==> src/design/shamh_pkg.sv <==
`timescale 1ns / 1ps
// Shared types, sizes and constant tables for the SHA-256 message hasher.
// No dependencies; shamh_round and the top level refer to it by scoped names.
package shamh_pkg;

  localparam int unsigned WordW     = 32;
  localparam int unsigned BlkWords  = 16;
  localparam int unsigned HashWords = 8;
  localparam int unsigned Rounds    = 64;
  localparam int unsigned LenByte   = 56;
  localparam int unsigned LenHiWord = 14;
  localparam int unsigned LenLoWord = 15;
  localparam logic [7:0]  PadByte   = 8'h80;

  typedef logic [WordW-1:0] word_t;

  // Control handed from the sequencer to the round datapath.
  typedef struct packed {
    logic       shift;
    logic       round;
    logic [5:0] rnd;
  } rnd_ctl_t;

  function automatic word_t init_hash(input logic [2:0] idx);
    word_t v;
    case (idx)
      3'd0:    v = 32'h6A09E667;
      3'd1:    v = 32'hBB67AE85;
      3'd2:    v = 32'h3C6EF372;
      3'd3:    v = 32'hA54FF53A;
      3'd4:    v = 32'h510E527F;
      3'd5:    v = 32'h9B05688C;
      3'd6:    v = 32'h1F83D9AB;
      3'd7:    v = 32'h5BE0CD19;
      default: v = 32'h6A09E667;
    endcase
    return v;
  endfunction

  function automatic word_t round_k(input logic [5:0] t);
    word_t v;
    case (t)
      6'd0:  v = 32'h428a2f98;  6'd1:  v = 32'h71374491;
      6'd2:  v = 32'hb5c0fbcf;  6'd3:  v = 32'he9b5dba5;
      6'd4:  v = 32'h3956c25b;  6'd5:  v = 32'h59f111f1;
      6'd6:  v = 32'h923f82a4;  6'd7:  v = 32'hab1c5ed5;
      6'd8:  v = 32'hd807aa98;  6'd9:  v = 32'h12835b01;
      6'd10: v = 32'h243185be;  6'd11: v = 32'h550c7dc3;
      6'd12: v = 32'h72be5d74;  6'd13: v = 32'h80deb1fe;
      6'd14: v = 32'h9bdc06a7;  6'd15: v = 32'hc19bf174;
      6'd16: v = 32'he49b69c1;  6'd17: v = 32'hefbe4786;
      6'd18: v = 32'h0fc19dc6;  6'd19: v = 32'h240ca1cc;
      6'd20: v = 32'h2de92c6f;  6'd21: v = 32'h4a7484aa;
      6'd22: v = 32'h5cb0a9dc;  6'd23: v = 32'h76f988da;
      6'd24: v = 32'h983e5152;  6'd25: v = 32'ha831c66d;
      6'd26: v = 32'hb00327c8;  6'd27: v = 32'hbf597fc7;
      6'd28: v = 32'hc6e00bf3;  6'd29: v = 32'hd5a79147;
      6'd30: v = 32'h06ca6351;  6'd31: v = 32'h14292967;
      6'd32: v = 32'h27b70a85;  6'd33: v = 32'h2e1b2138;
      6'd34: v = 32'h4d2c6dfc;  6'd35: v = 32'h53380d13;
      6'd36: v = 32'h650a7354;  6'd37: v = 32'h766a0abb;
      6'd38: v = 32'h81c2c92e;  6'd39: v = 32'h92722c85;
      6'd40: v = 32'ha2bfe8a1;  6'd41: v = 32'ha81a664b;
      6'd42: v = 32'hc24b8b70;  6'd43: v = 32'hc76c51a3;
      6'd44: v = 32'hd192e819;  6'd45: v = 32'hd6990624;
      6'd46: v = 32'hf40e3585;  6'd47: v = 32'h106aa070;
      6'd48: v = 32'h19a4c116;  6'd49: v = 32'h1e376c08;
      6'd50: v = 32'h2748774c;  6'd51: v = 32'h34b0bcb5;
      6'd52: v = 32'h391c0cb3;  6'd53: v = 32'h4ed8aa4a;
      6'd54: v = 32'h5b9cca4f;  6'd55: v = 32'h682e6ff3;
      6'd56: v = 32'h748f82ee;  6'd57: v = 32'h78a5636f;
      6'd58: v = 32'h84c87814;  6'd59: v = 32'h8cc70208;
      6'd60: v = 32'h90befffa;  6'd61: v = 32'ha4506ceb;
      6'd62: v = 32'hbef9a3f7;  6'd63: v = 32'hc67178f2;
      default: v = 32'h428a2f98;
    endcase
    return v;
  endfunction

endpackage

==> src/design/shamh_ram.sv <==
`timescale 1ns / 1ps
// Generic simple dual-port RAM: one write port, one read port, registered read.
// No dependencies.
module shamh_ram #(
  parameter int unsigned Width = 32,
  parameter int unsigned Depth = 16
) (
  input  logic                     clk,
  input  logic                     we,
  input  logic [$clog2(Depth)-1:0] waddr,
  input  logic [Width-1:0]         wdata,
  input  logic                     re,
  input  logic [$clog2(Depth)-1:0] raddr,
  output logic [Width-1:0]         rdata_r
);

  logic [Width-1:0] mem_r [Depth];

  always_ff @(posedge clk) begin
    if (we) begin
      mem_r[waddr] <= wdata;
    end
    if (re) begin
      rdata_r <= mem_r[raddr];
    end
  end

endmodule

==> src/design/shamh_round.sv <==
`timescale 1ns / 1ps
// SHA-256 round datapath: working variables a..h and the 16-word schedule window.
// Depends on shamh_pkg for the word type, control struct and round constants.
module shamh_round (
  input  logic               clk,
  input  shamh_pkg::rnd_ctl_t ctl,
  input  shamh_pkg::word_t   shift_in,
  input  shamh_pkg::word_t   blk_word,
  output shamh_pkg::word_t   var_head
);

  function automatic shamh_pkg::word_t rotr(input shamh_pkg::word_t x, input int unsigned n);
    return shamh_pkg::word_t'((x >> n) | (x << (shamh_pkg::WordW - n)));
  endfunction

  shamh_pkg::word_t a_r, b_r, c_r, d_r, e_r, f_r, g_r, h_r;
  shamh_pkg::word_t w_r [shamh_pkg::BlkWords];
  shamh_pkg::word_t w_nxt, t1, t2, ssig0, ssig1, bsig0, bsig1;

  always_comb begin
    ssig1 = rotr(w_r[14], 17) ^ rotr(w_r[14], 19) ^ (w_r[14] >> 10);
    ssig0 = rotr(w_r[1], 7) ^ rotr(w_r[1], 18) ^ (w_r[1] >> 3);
    if (ctl.rnd < 6'(shamh_pkg::BlkWords)) begin
      w_nxt = blk_word;
    end else begin
      w_nxt = ssig1 + w_r[9] + ssig0 + w_r[0];
    end
    bsig1 = rotr(e_r, 6) ^ rotr(e_r, 11) ^ rotr(e_r, 25);
    bsig0 = rotr(a_r, 2) ^ rotr(a_r, 13) ^ rotr(a_r, 22);
    t1 = h_r + bsig1 + ((e_r & f_r) ^ (~e_r & g_r)) + shamh_pkg::round_k(ctl.rnd) + w_nxt;
    t2 = bsig0 + ((a_r & b_r) ^ (a_r & c_r) ^ (b_r & c_r));
  end

  assign var_head = a_r;

  always_ff @(posedge clk) begin
    if (ctl.shift) begin
      // Words enter at h and leave from a, both for loading and for folding.
      a_r <= b_r;
      b_r <= c_r;
      c_r <= d_r;
      d_r <= e_r;
      e_r <= f_r;
      f_r <= g_r;
      g_r <= h_r;
      h_r <= shift_in;
    end else if (ctl.round) begin
      h_r <= g_r;
      g_r <= f_r;
      f_r <= e_r;
      e_r <= d_r + t1;
      d_r <= c_r;
      c_r <= b_r;
      b_r <= a_r;
      a_r <= t1 + t2;
      for (int i = 0; i < shamh_pkg::BlkWords - 1; i++) begin
        w_r[i] <= w_r[i+1];
      end
      w_r[shamh_pkg::BlkWords-1] <= w_nxt;
    end
  end

endmodule

==> src/design/sha256_message_hasher_core.sv <==
`timescale 1ns / 1ps
// Top level of the SHA-256 message hasher: sequencer, block and chain memories.
// Depends on shamh_pkg, shamh_ram and shamh_round.
//
// Usage: message bytes enter on the in_ channel, one per transfer, with
// in_has_byte set. The transfer that carries in_end_of_message closes the
// message; an empty message is a single transfer with in_has_byte clear and
// in_end_of_message set. A transfer with both flags clear is ignored.
// The out_ channel then delivers the eight digest words, word 0 (most
// significant) first, with out_last_word set on word 7.
//
// Timing: a byte that does not complete a 64-byte block is taken while the
// sequencer stays idle. The 64th byte starts a compression that keeps
// in_ready low: it reads the chaining words from the chain memory, runs 64
// rounds at one round per cycle, and folds the result back into the same
// memory. The final transfer adds up to 16 padding words written into the
// block memory, one or two compressions, then each digest word is read
// through the chain memory's read port and loaded into the output register.
//
// Reset clears all control state; the chaining words then read as the
// standard initial hash values through per-word valid bits, so no clearing
// pass is needed. A stalled receiver holds the digest in the output
// register and the sequencer waits; input is accepted again after word 7
// has been loaded, even while that word is still waiting to be taken.
module sha256_message_hasher_core (
  input  logic        clk,
  input  logic        rst_n,
  input  logic        in_valid,
  output logic        in_ready,
  input  logic [7:0]  in_msg_byte,
  input  logic        in_has_byte,
  input  logic        in_end_of_message,
  output logic        out_valid,
  input  logic        out_ready,
  output logic [31:0] out_digest_word,
  output logic [2:0]  out_word_index,
  output logic        out_last_word
);

  typedef enum logic [2:0] {
    S_IDLE,
    S_PAD,
    S_LOAD,
    S_ROUND,
    S_FOLD,
    S_EMIT_RD,
    S_EMIT_WR
  } state_t;

  localparam int unsigned BlkAw  = $clog2(shamh_pkg::BlkWords);
  localparam int unsigned HashAw = $clog2(shamh_pkg::HashWords);

  state_t            state_r;
  logic [5:0]        cnt_r;
  logic [5:0]        fill_r;
  logic [23:0]       acc_r;
  logic [63:0]       bitlen_r;
  logic              fin_r;
  logic              mark_r;
  logic              len_r;
  logic [BlkAw-1:0]  pad_idx_r;
  logic [shamh_pkg::HashWords-1:0] hv_r;
  logic [HashAw-1:0] ch_addr_q_r;
  logic              ch_vld_q_r;
  logic [HashAw-1:0] emit_idx_r;
  logic              out_valid_r;
  shamh_pkg::word_t  out_word_r;
  logic [2:0]        out_index_r;
  logic              out_last_r;

  logic              in_fire;
  logic [5:0]        pos;
  logic              cnt_at_end;

  logic              blk_we, blk_re;
  logic [BlkAw-1:0]  blk_waddr, blk_raddr;
  shamh_pkg::word_t  blk_wdata, blk_rdata, pad_word;

  logic              ch_we, ch_re;
  logic [HashAw-1:0] ch_waddr, ch_raddr;
  shamh_pkg::word_t  ch_wdata, ch_rdata, chain_q;

  shamh_pkg::rnd_ctl_t rctl;
  shamh_pkg::word_t    var_head;

  assign in_ready   = (state_r == S_IDLE);
  assign in_fire    = in_valid & in_ready;
  assign pos        = fill_r + 6'(in_has_byte);
  assign cnt_at_end = (cnt_r == 6'(shamh_pkg::HashWords));

  // Unwritten chaining words read as the initial hash values.
  assign chain_q = ch_vld_q_r ? ch_rdata : shamh_pkg::init_hash(ch_addr_q_r);

  // Padding word: the 0x80 marker after any pending bytes, the bit length
  // in the last two words of the length block, zeros elsewhere.
  always_comb begin
    pad_word = '0;
    if (mark_r) begin
      case (fill_r[1:0])
        2'd0:    pad_word = {shamh_pkg::PadByte, 24'h0};
        2'd1:    pad_word = {acc_r[7:0], shamh_pkg::PadByte, 16'h0};
        2'd2:    pad_word = {acc_r[15:0], shamh_pkg::PadByte, 8'h0};
        2'd3:    pad_word = {acc_r[23:0], shamh_pkg::PadByte};
        default: pad_word = '0;
      endcase
    end else if (len_r && pad_idx_r == BlkAw'(shamh_pkg::LenHiWord)) begin
      pad_word = bitlen_r[63:32];
    end else if (len_r && pad_idx_r == BlkAw'(shamh_pkg::LenLoWord)) begin
      pad_word = bitlen_r[31:0];
    end
  end

  always_comb begin
    blk_we    = 1'b0;
    blk_waddr = fill_r[5:2];
    blk_wdata = {acc_r, in_msg_byte};
    if (state_r == S_IDLE) begin
      blk_we = in_fire & in_has_byte & (fill_r[1:0] == 2'b11);
    end else if (state_r == S_PAD) begin
      blk_we    = 1'b1;
      blk_waddr = pad_idx_r;
      blk_wdata = pad_word;
    end
    blk_re    = ((state_r == S_LOAD) && cnt_at_end) ||
                ((state_r == S_ROUND) && (cnt_r < 6'(shamh_pkg::BlkWords - 1)));
    blk_raddr = (state_r == S_ROUND) ? cnt_r[BlkAw-1:0] + BlkAw'(1) : '0;
  end

  always_comb begin
    ch_re    = ((state_r == S_LOAD) || (state_r == S_FOLD)) && !cnt_at_end &&
               (cnt_r < 6'(shamh_pkg::HashWords));
    ch_raddr = cnt_r[HashAw-1:0];
    if (state_r == S_EMIT_RD) begin
      ch_re    = 1'b1;
      ch_raddr = emit_idx_r;
    end
    ch_we    = (state_r == S_FOLD) && (cnt_r != '0);
    ch_waddr = HashAw'(cnt_r - 6'd1);
    ch_wdata = chain_q + var_head;
  end

  always_comb begin
    rctl.shift = ((state_r == S_LOAD) || (state_r == S_FOLD)) && (cnt_r != '0);
    rctl.round = (state_r == S_ROUND);
    rctl.rnd   = cnt_r;
  end

  shamh_ram #(
    .Width (shamh_pkg::WordW),
    .Depth (shamh_pkg::BlkWords)
  ) u_blk_ram (
    .clk     (clk),
    .we      (blk_we),
    .waddr   (blk_waddr),
    .wdata   (blk_wdata),
    .re      (blk_re),
    .raddr   (blk_raddr),
    .rdata_r (blk_rdata)
  );

  shamh_ram #(
    .Width (shamh_pkg::WordW),
    .Depth (shamh_pkg::HashWords)
  ) u_chain_ram (
    .clk     (clk),
    .we      (ch_we),
    .waddr   (ch_waddr),
    .wdata   (ch_wdata),
    .re      (ch_re),
    .raddr   (ch_raddr),
    .rdata_r (ch_rdata)
  );

  shamh_round u_round (
    .clk      (clk),
    .ctl      (rctl),
    .shift_in (chain_q),
    .blk_word (blk_rdata),
    .var_head (var_head)
  );

  always_ff @(posedge clk) begin
    if (ch_re) begin
      ch_addr_q_r <= ch_raddr;
      ch_vld_q_r  <= hv_r[ch_raddr];
    end
    if (in_fire && in_has_byte) begin
      acc_r <= {acc_r[15:0], in_msg_byte};
    end
    if (!rst_n) begin
      state_r     <= S_IDLE;
      cnt_r       <= '0;
      fill_r      <= '0;
      bitlen_r    <= '0;
      fin_r       <= 1'b0;
      mark_r      <= 1'b0;
      len_r       <= 1'b0;
      pad_idx_r   <= '0;
      hv_r        <= '0;
      emit_idx_r  <= '0;
      out_valid_r <= 1'b0;
    end else begin
      // In S_EMIT_WR the output register is reloaded below instead.
      if (out_valid_r && out_ready && (state_r != S_EMIT_WR)) begin
        out_valid_r <= 1'b0;
      end
      if (ch_we) begin
        hv_r[ch_waddr] <= 1'b1;
      end
      case (state_r)
        S_IDLE: begin
          if (in_fire) begin
            fin_r  <= in_end_of_message;
            mark_r <= in_end_of_message;
            fill_r <= pos;
            if (in_has_byte) begin
              bitlen_r <= bitlen_r + 64'd8;
            end
            if (in_has_byte && fill_r == 6'd63) begin
              state_r <= S_LOAD;
              cnt_r   <= '0;
              len_r   <= 1'b0;
            end else if (in_end_of_message) begin
              state_r   <= S_PAD;
              pad_idx_r <= pos[5:2];
              len_r     <= (pos < 6'(shamh_pkg::LenByte));
            end
          end
        end
        S_PAD: begin
          mark_r <= 1'b0;
          if (pad_idx_r == BlkAw'(shamh_pkg::BlkWords - 1)) begin
            state_r <= S_LOAD;
            cnt_r   <= '0;
            fill_r  <= '0;
          end else begin
            pad_idx_r <= pad_idx_r + BlkAw'(1);
          end
        end
        S_LOAD: begin
          cnt_r <= cnt_at_end ? '0 : cnt_r + 6'd1;
          if (cnt_at_end) begin
            state_r <= S_ROUND;
          end
        end
        S_ROUND: begin
          cnt_r <= cnt_r + 6'd1;
          if (cnt_r == 6'(shamh_pkg::Rounds - 1)) begin
            state_r <= S_FOLD;
          end
        end
        S_FOLD: begin
          cnt_r <= cnt_at_end ? '0 : cnt_r + 6'd1;
          if (cnt_at_end) begin
            if (!fin_r) begin
              state_r <= S_IDLE;
            end else if (len_r) begin
              state_r    <= S_EMIT_RD;
              emit_idx_r <= '0;
            end else begin
              // Length did not fit: one more block of zeros and the length.
              state_r   <= S_PAD;
              pad_idx_r <= '0;
              len_r     <= 1'b1;
            end
          end
        end
        S_EMIT_RD: begin
          state_r <= S_EMIT_WR;
        end
        S_EMIT_WR: begin
          if (!out_valid_r || out_ready) begin
            out_valid_r <= 1'b1;
            out_word_r  <= chain_q;
            out_index_r <= 3'(emit_idx_r);
            out_last_r  <= (emit_idx_r == HashAw'(shamh_pkg::HashWords - 1));
            if (emit_idx_r == HashAw'(shamh_pkg::HashWords - 1)) begin
              state_r  <= S_IDLE;
              hv_r     <= '0;
              fill_r   <= '0;
              bitlen_r <= '0;
              fin_r    <= 1'b0;
              len_r    <= 1'b0;
            end else begin
              state_r    <= S_EMIT_RD;
              emit_idx_r <= emit_idx_r + HashAw'(1);
            end
          end
        end
        default: begin
          state_r <= S_IDLE;
        end
      endcase
    end
  end

  assign out_valid       = out_valid_r;
  assign out_digest_word = out_word_r;
  assign out_word_index  = out_index_r;
  assign out_last_word   = out_last_r;

endmodule

==> config.mk <==
export PLATFORM = sky130hd
export DESIGN_NAME = sha256_message_hasher_core
export DESIGN_NICKNAME = d
export VERILOG_FILES = /design/src/design/shamh_pkg.sv /design/src/design/shamh_ram.sv /design/src/design/shamh_round.sv /design/src/design/sha256_message_hasher_core.sv
export SDC_FILE = /design/constraint.sdc
export NUM_CORES = 2
export LEC_CHECK = 0
export ABC_AREA = 1
export CAP_MARGIN = 20
export CELL_PAD_IN_SITES_DETAIL_PLACEMENT = 0
export CELL_PAD_IN_SITES_GLOBAL_PLACEMENT = 2
export CORE_ASPECT_RATIO = 1.25
export CORE_MARGIN = 2
export CORE_UTILIZATION = 30
export CTS_CLUSTER_SIZE = 10
export DETAILED_ROUTE_END_ITERATION = 8
export DONT_BUFFER_PORTS = 1
export GPL_ROUTABILITY_DRIVEN = 0
export PLACE_DENSITY_LB_ADDON = 0.2
export SYNTH_ARGS = -nofsm -noshare
export SYNTH_HDL_FRONTEND = slang
export SYNTH_HIERARCHICAL = 1
export SYNTH_SLANG_ARGS = --single-unit
==> constraint.sdc <==
create_clock -name clk -period 25 [get_ports clk]
set_input_delay 7.5 -clock clk [delete_from_list [all_inputs] [get_ports clk]]
set_output_delay 7.5 -clock clk [all_outputs]
set_load 0.005 [all_outputs]
==> metrics.yaml <==
slowest_delay_ps: 710
hold_ws_ps: 354.2
hold_viol_final: 0
grtUsageTotal: 0.2032
fillerInstances: 30760
rsz0062_at_grt: "false"
tritoncts.num_buffers: 215
period_share: 0.4283
cts_sinks: 1789
cts_tree: "done"
crit_path_start_kind: "flop"
grt_pass1_wl_mm: 458.1
synth_most_common_cell: "nand2_1"
die_height_um: 620.3
hold_class: "flop to flop"
route.met2.wl_mm: 152.6
fin_tns_setup_ps: 0
synth_common_cells: "2272 x nand2_1, 1664 x edfxtp_1, 1526 x inv_1, 740 x nand3_1, 546 x o21ai_0"
wl_met1_mm: 141.1
grt_pass1_vias: 62950
cp.arrival_ps: 11340
rr_startpoint: "u_round/w_r[0][49]"
critPathRequiredTime_ps: 25630
seq_area_frac_synth: 0.5756
via_per_inst: 4.798
route.detailed.drc: 0
clk_latency_ps: 890
cp_slowest_cell: "nor4_1"
wl_per_cell_um: 24.01
cts_resized: 0
syn_area_per_cell_um2: 9.919
crit_fanout: 6
synthCells: 9191
postPlaceCellArea_mm2: 0.09567
layout.nets: 9600
start_util: 0.3010
clk_pin_slew_ps: 70
drt_iter0_markers: 5287
synth.ff_latch_count: 1789
multi_input_area_mm2: 0.03142
drv_cap: 0
grt_antenna_before_repair: 13
status: "complete, no violations"
syn_area_mm2: 0.09116
synth-main-ff-cell: "edfxtp_1"
grt-ovfl-total: 0
area_growth_pct: 11.56
synth_edf_count: 1664
die_area_mm2: 0.3083
tightest_slew_ps: 1385
via_count: 63750
async_flop_share: 0
met3_length_mm: 13.91
synth_area_leaders: "edfxtp_1 55%, nand2_1 9.4%, inv_1 6.3%, fa_1 4.2%, nand3_1 4.1%"
finalWorstSetupSlack_ps: 14290
row_count: 226
hp-start: "u_round/w_r[1][9]"
fmax_mhz: 93.39
yosys.area.top_type: "edfxtp_1"
place_hpwl_mm: 223.1
fp.dieW_um: 497.1
critPathLaunch: "u_round/w_r[0][49]"
io_buffers: 0
skew_ps: 90.25
netlist-cell-type-count: 81
ys_warn_count: 6
synthesis.nets: 9584
core_area_mm2: 0.3028
cts_max_level: 4
setup_viol: 0
clock_path_buffers: 4
hold_buffers: 0
io_pins: 52
regToRegSetupSlack_ps: 14290
antenna_left: 0
drive_gt1_frac: 0.06136
cts_setup_buffers: 0
period_needed_ps: 10710
grt_max_degree: 225
crit_top_cell: "fa_1"
synth_top_area_share: 0.5481
topRoutingLayerUsed: "met4"
drv_slew: 0
pre_cts_ws_ps: 14450
worstSetupPathType: "flop to flop"
slew_headroom: 0.07646
end_kind: "flop"
drt_wl_total_mm: 319.0
regArea_mm2: 0.05247
cts-root-buf: "clkbuf_16"
final_cell_area_mm2: 0.1017
dr.pass1.iters: 8
## state kept, by name, indices dropped and copies added, names as in the netlist, 8 cells and up, named ones only
signal,count
bitlen_r,61
u_chain_ram/rdata_r,32
u_round/e_r,32
acc_r,24
hv_r,8
u_blk_ram/rdata_r,32
u_chain_ram/mem_r,256
u_round/var_head,32
u_round/h_r,32
out_digest_word,32
u_round/b_r,32
u_blk_ram/mem_r,512
u_round/f_r,32
u_round/w_r,512
u_round/g_r,32
u_round/c_r,32
u_round/d_r,32
## per-layer routing
layer  track usage  vias up
li1              -    30190
met2        0.3424     1638
met1        0.2715    31490
met4       0.06856        0
met5             0        -
met3       0.02261      431
## metrics by stage
stage,instances,util
after detailed placement,12980,0.3159
after floorplan,9191,-
after CTS,13280,0.3356
after global routing,13280,0.3358
after global placement,12980,0.3159
final,13290,0.3358
## cells in the final DEF (no fill, tap or decap), drive strengths merged, types with 189 or more instances in the layout
master,synthesis,routed
nor2,453,453
nand3,754,754
inv,1550,1554
fa,189,189
edfxtp,1664,1664
ha,190,190
clkbuf,136,273
nand2,2300,2300
a21oi,290,290
o21ai,591,591
## cell type report
| type | instances | area share |
|---|---|---|
| inverters | 1553 | 0.05762 |
| repair buffers | 117 | 0.009645 |
| flip-flops and latches | 1789 | 0.5159 |
| clock inverters | 27 | 0.002190 |
| multi-input cells | 5531 | 0.3089 |
| diodes | 8 | 0.0001968 |
| well taps | 3990 | 0.04909 |
| clock buffers | 273 | 0.05644 |
## final timing paths
| kind | depth (start not counted) | end |
|---|---|---|
| worst min register to register | 0 | u_round/w_r[0][233] |
| worst max register to register | 38 | u_round/var_head[31] |
| worst min-delay path | 0 | u_round/w_r[0][233] |
| worst max-delay path | 38 | u_round/var_head[31] |
## critical path, delay by kind of cell (launching register included)
| family | cells | cell delay (ps) |
|---|---|---|
| adders and majority gates | 9 | 4190 |
| and+or+nand+nor | 15 | 2950 |
| AOI/OAI and AO/OA | 7 | 1680 |
| xor gates and xnor gates | 3 | 660 |
| DFF | 1 | 560 |
| buffers and inverters | 4 | 400 |
## kinds of logic (layout without fill, tap and decap cells)
kind of cell / count (synthesis) / after routing / synth area share
adders and majority gates: 379 / 379 / 0.06758
buffers and inverters: 1871 / 1970 / 0.08302
other: 0 / 8 / 0
and+or+nand+nor: 3728 / 3728 / 0.1733
AOI/OAI and AO/OA: 1100 / 1100 / 0.06931
xor gates and xnor gates: 324 / 324 / 0.03121
DFF: 1789 / 1789 / 0.5756
Power is left out: the tool's default activity adds up to more than one toggle a clock period on the data nets, which glitch-free logic cannot reach.
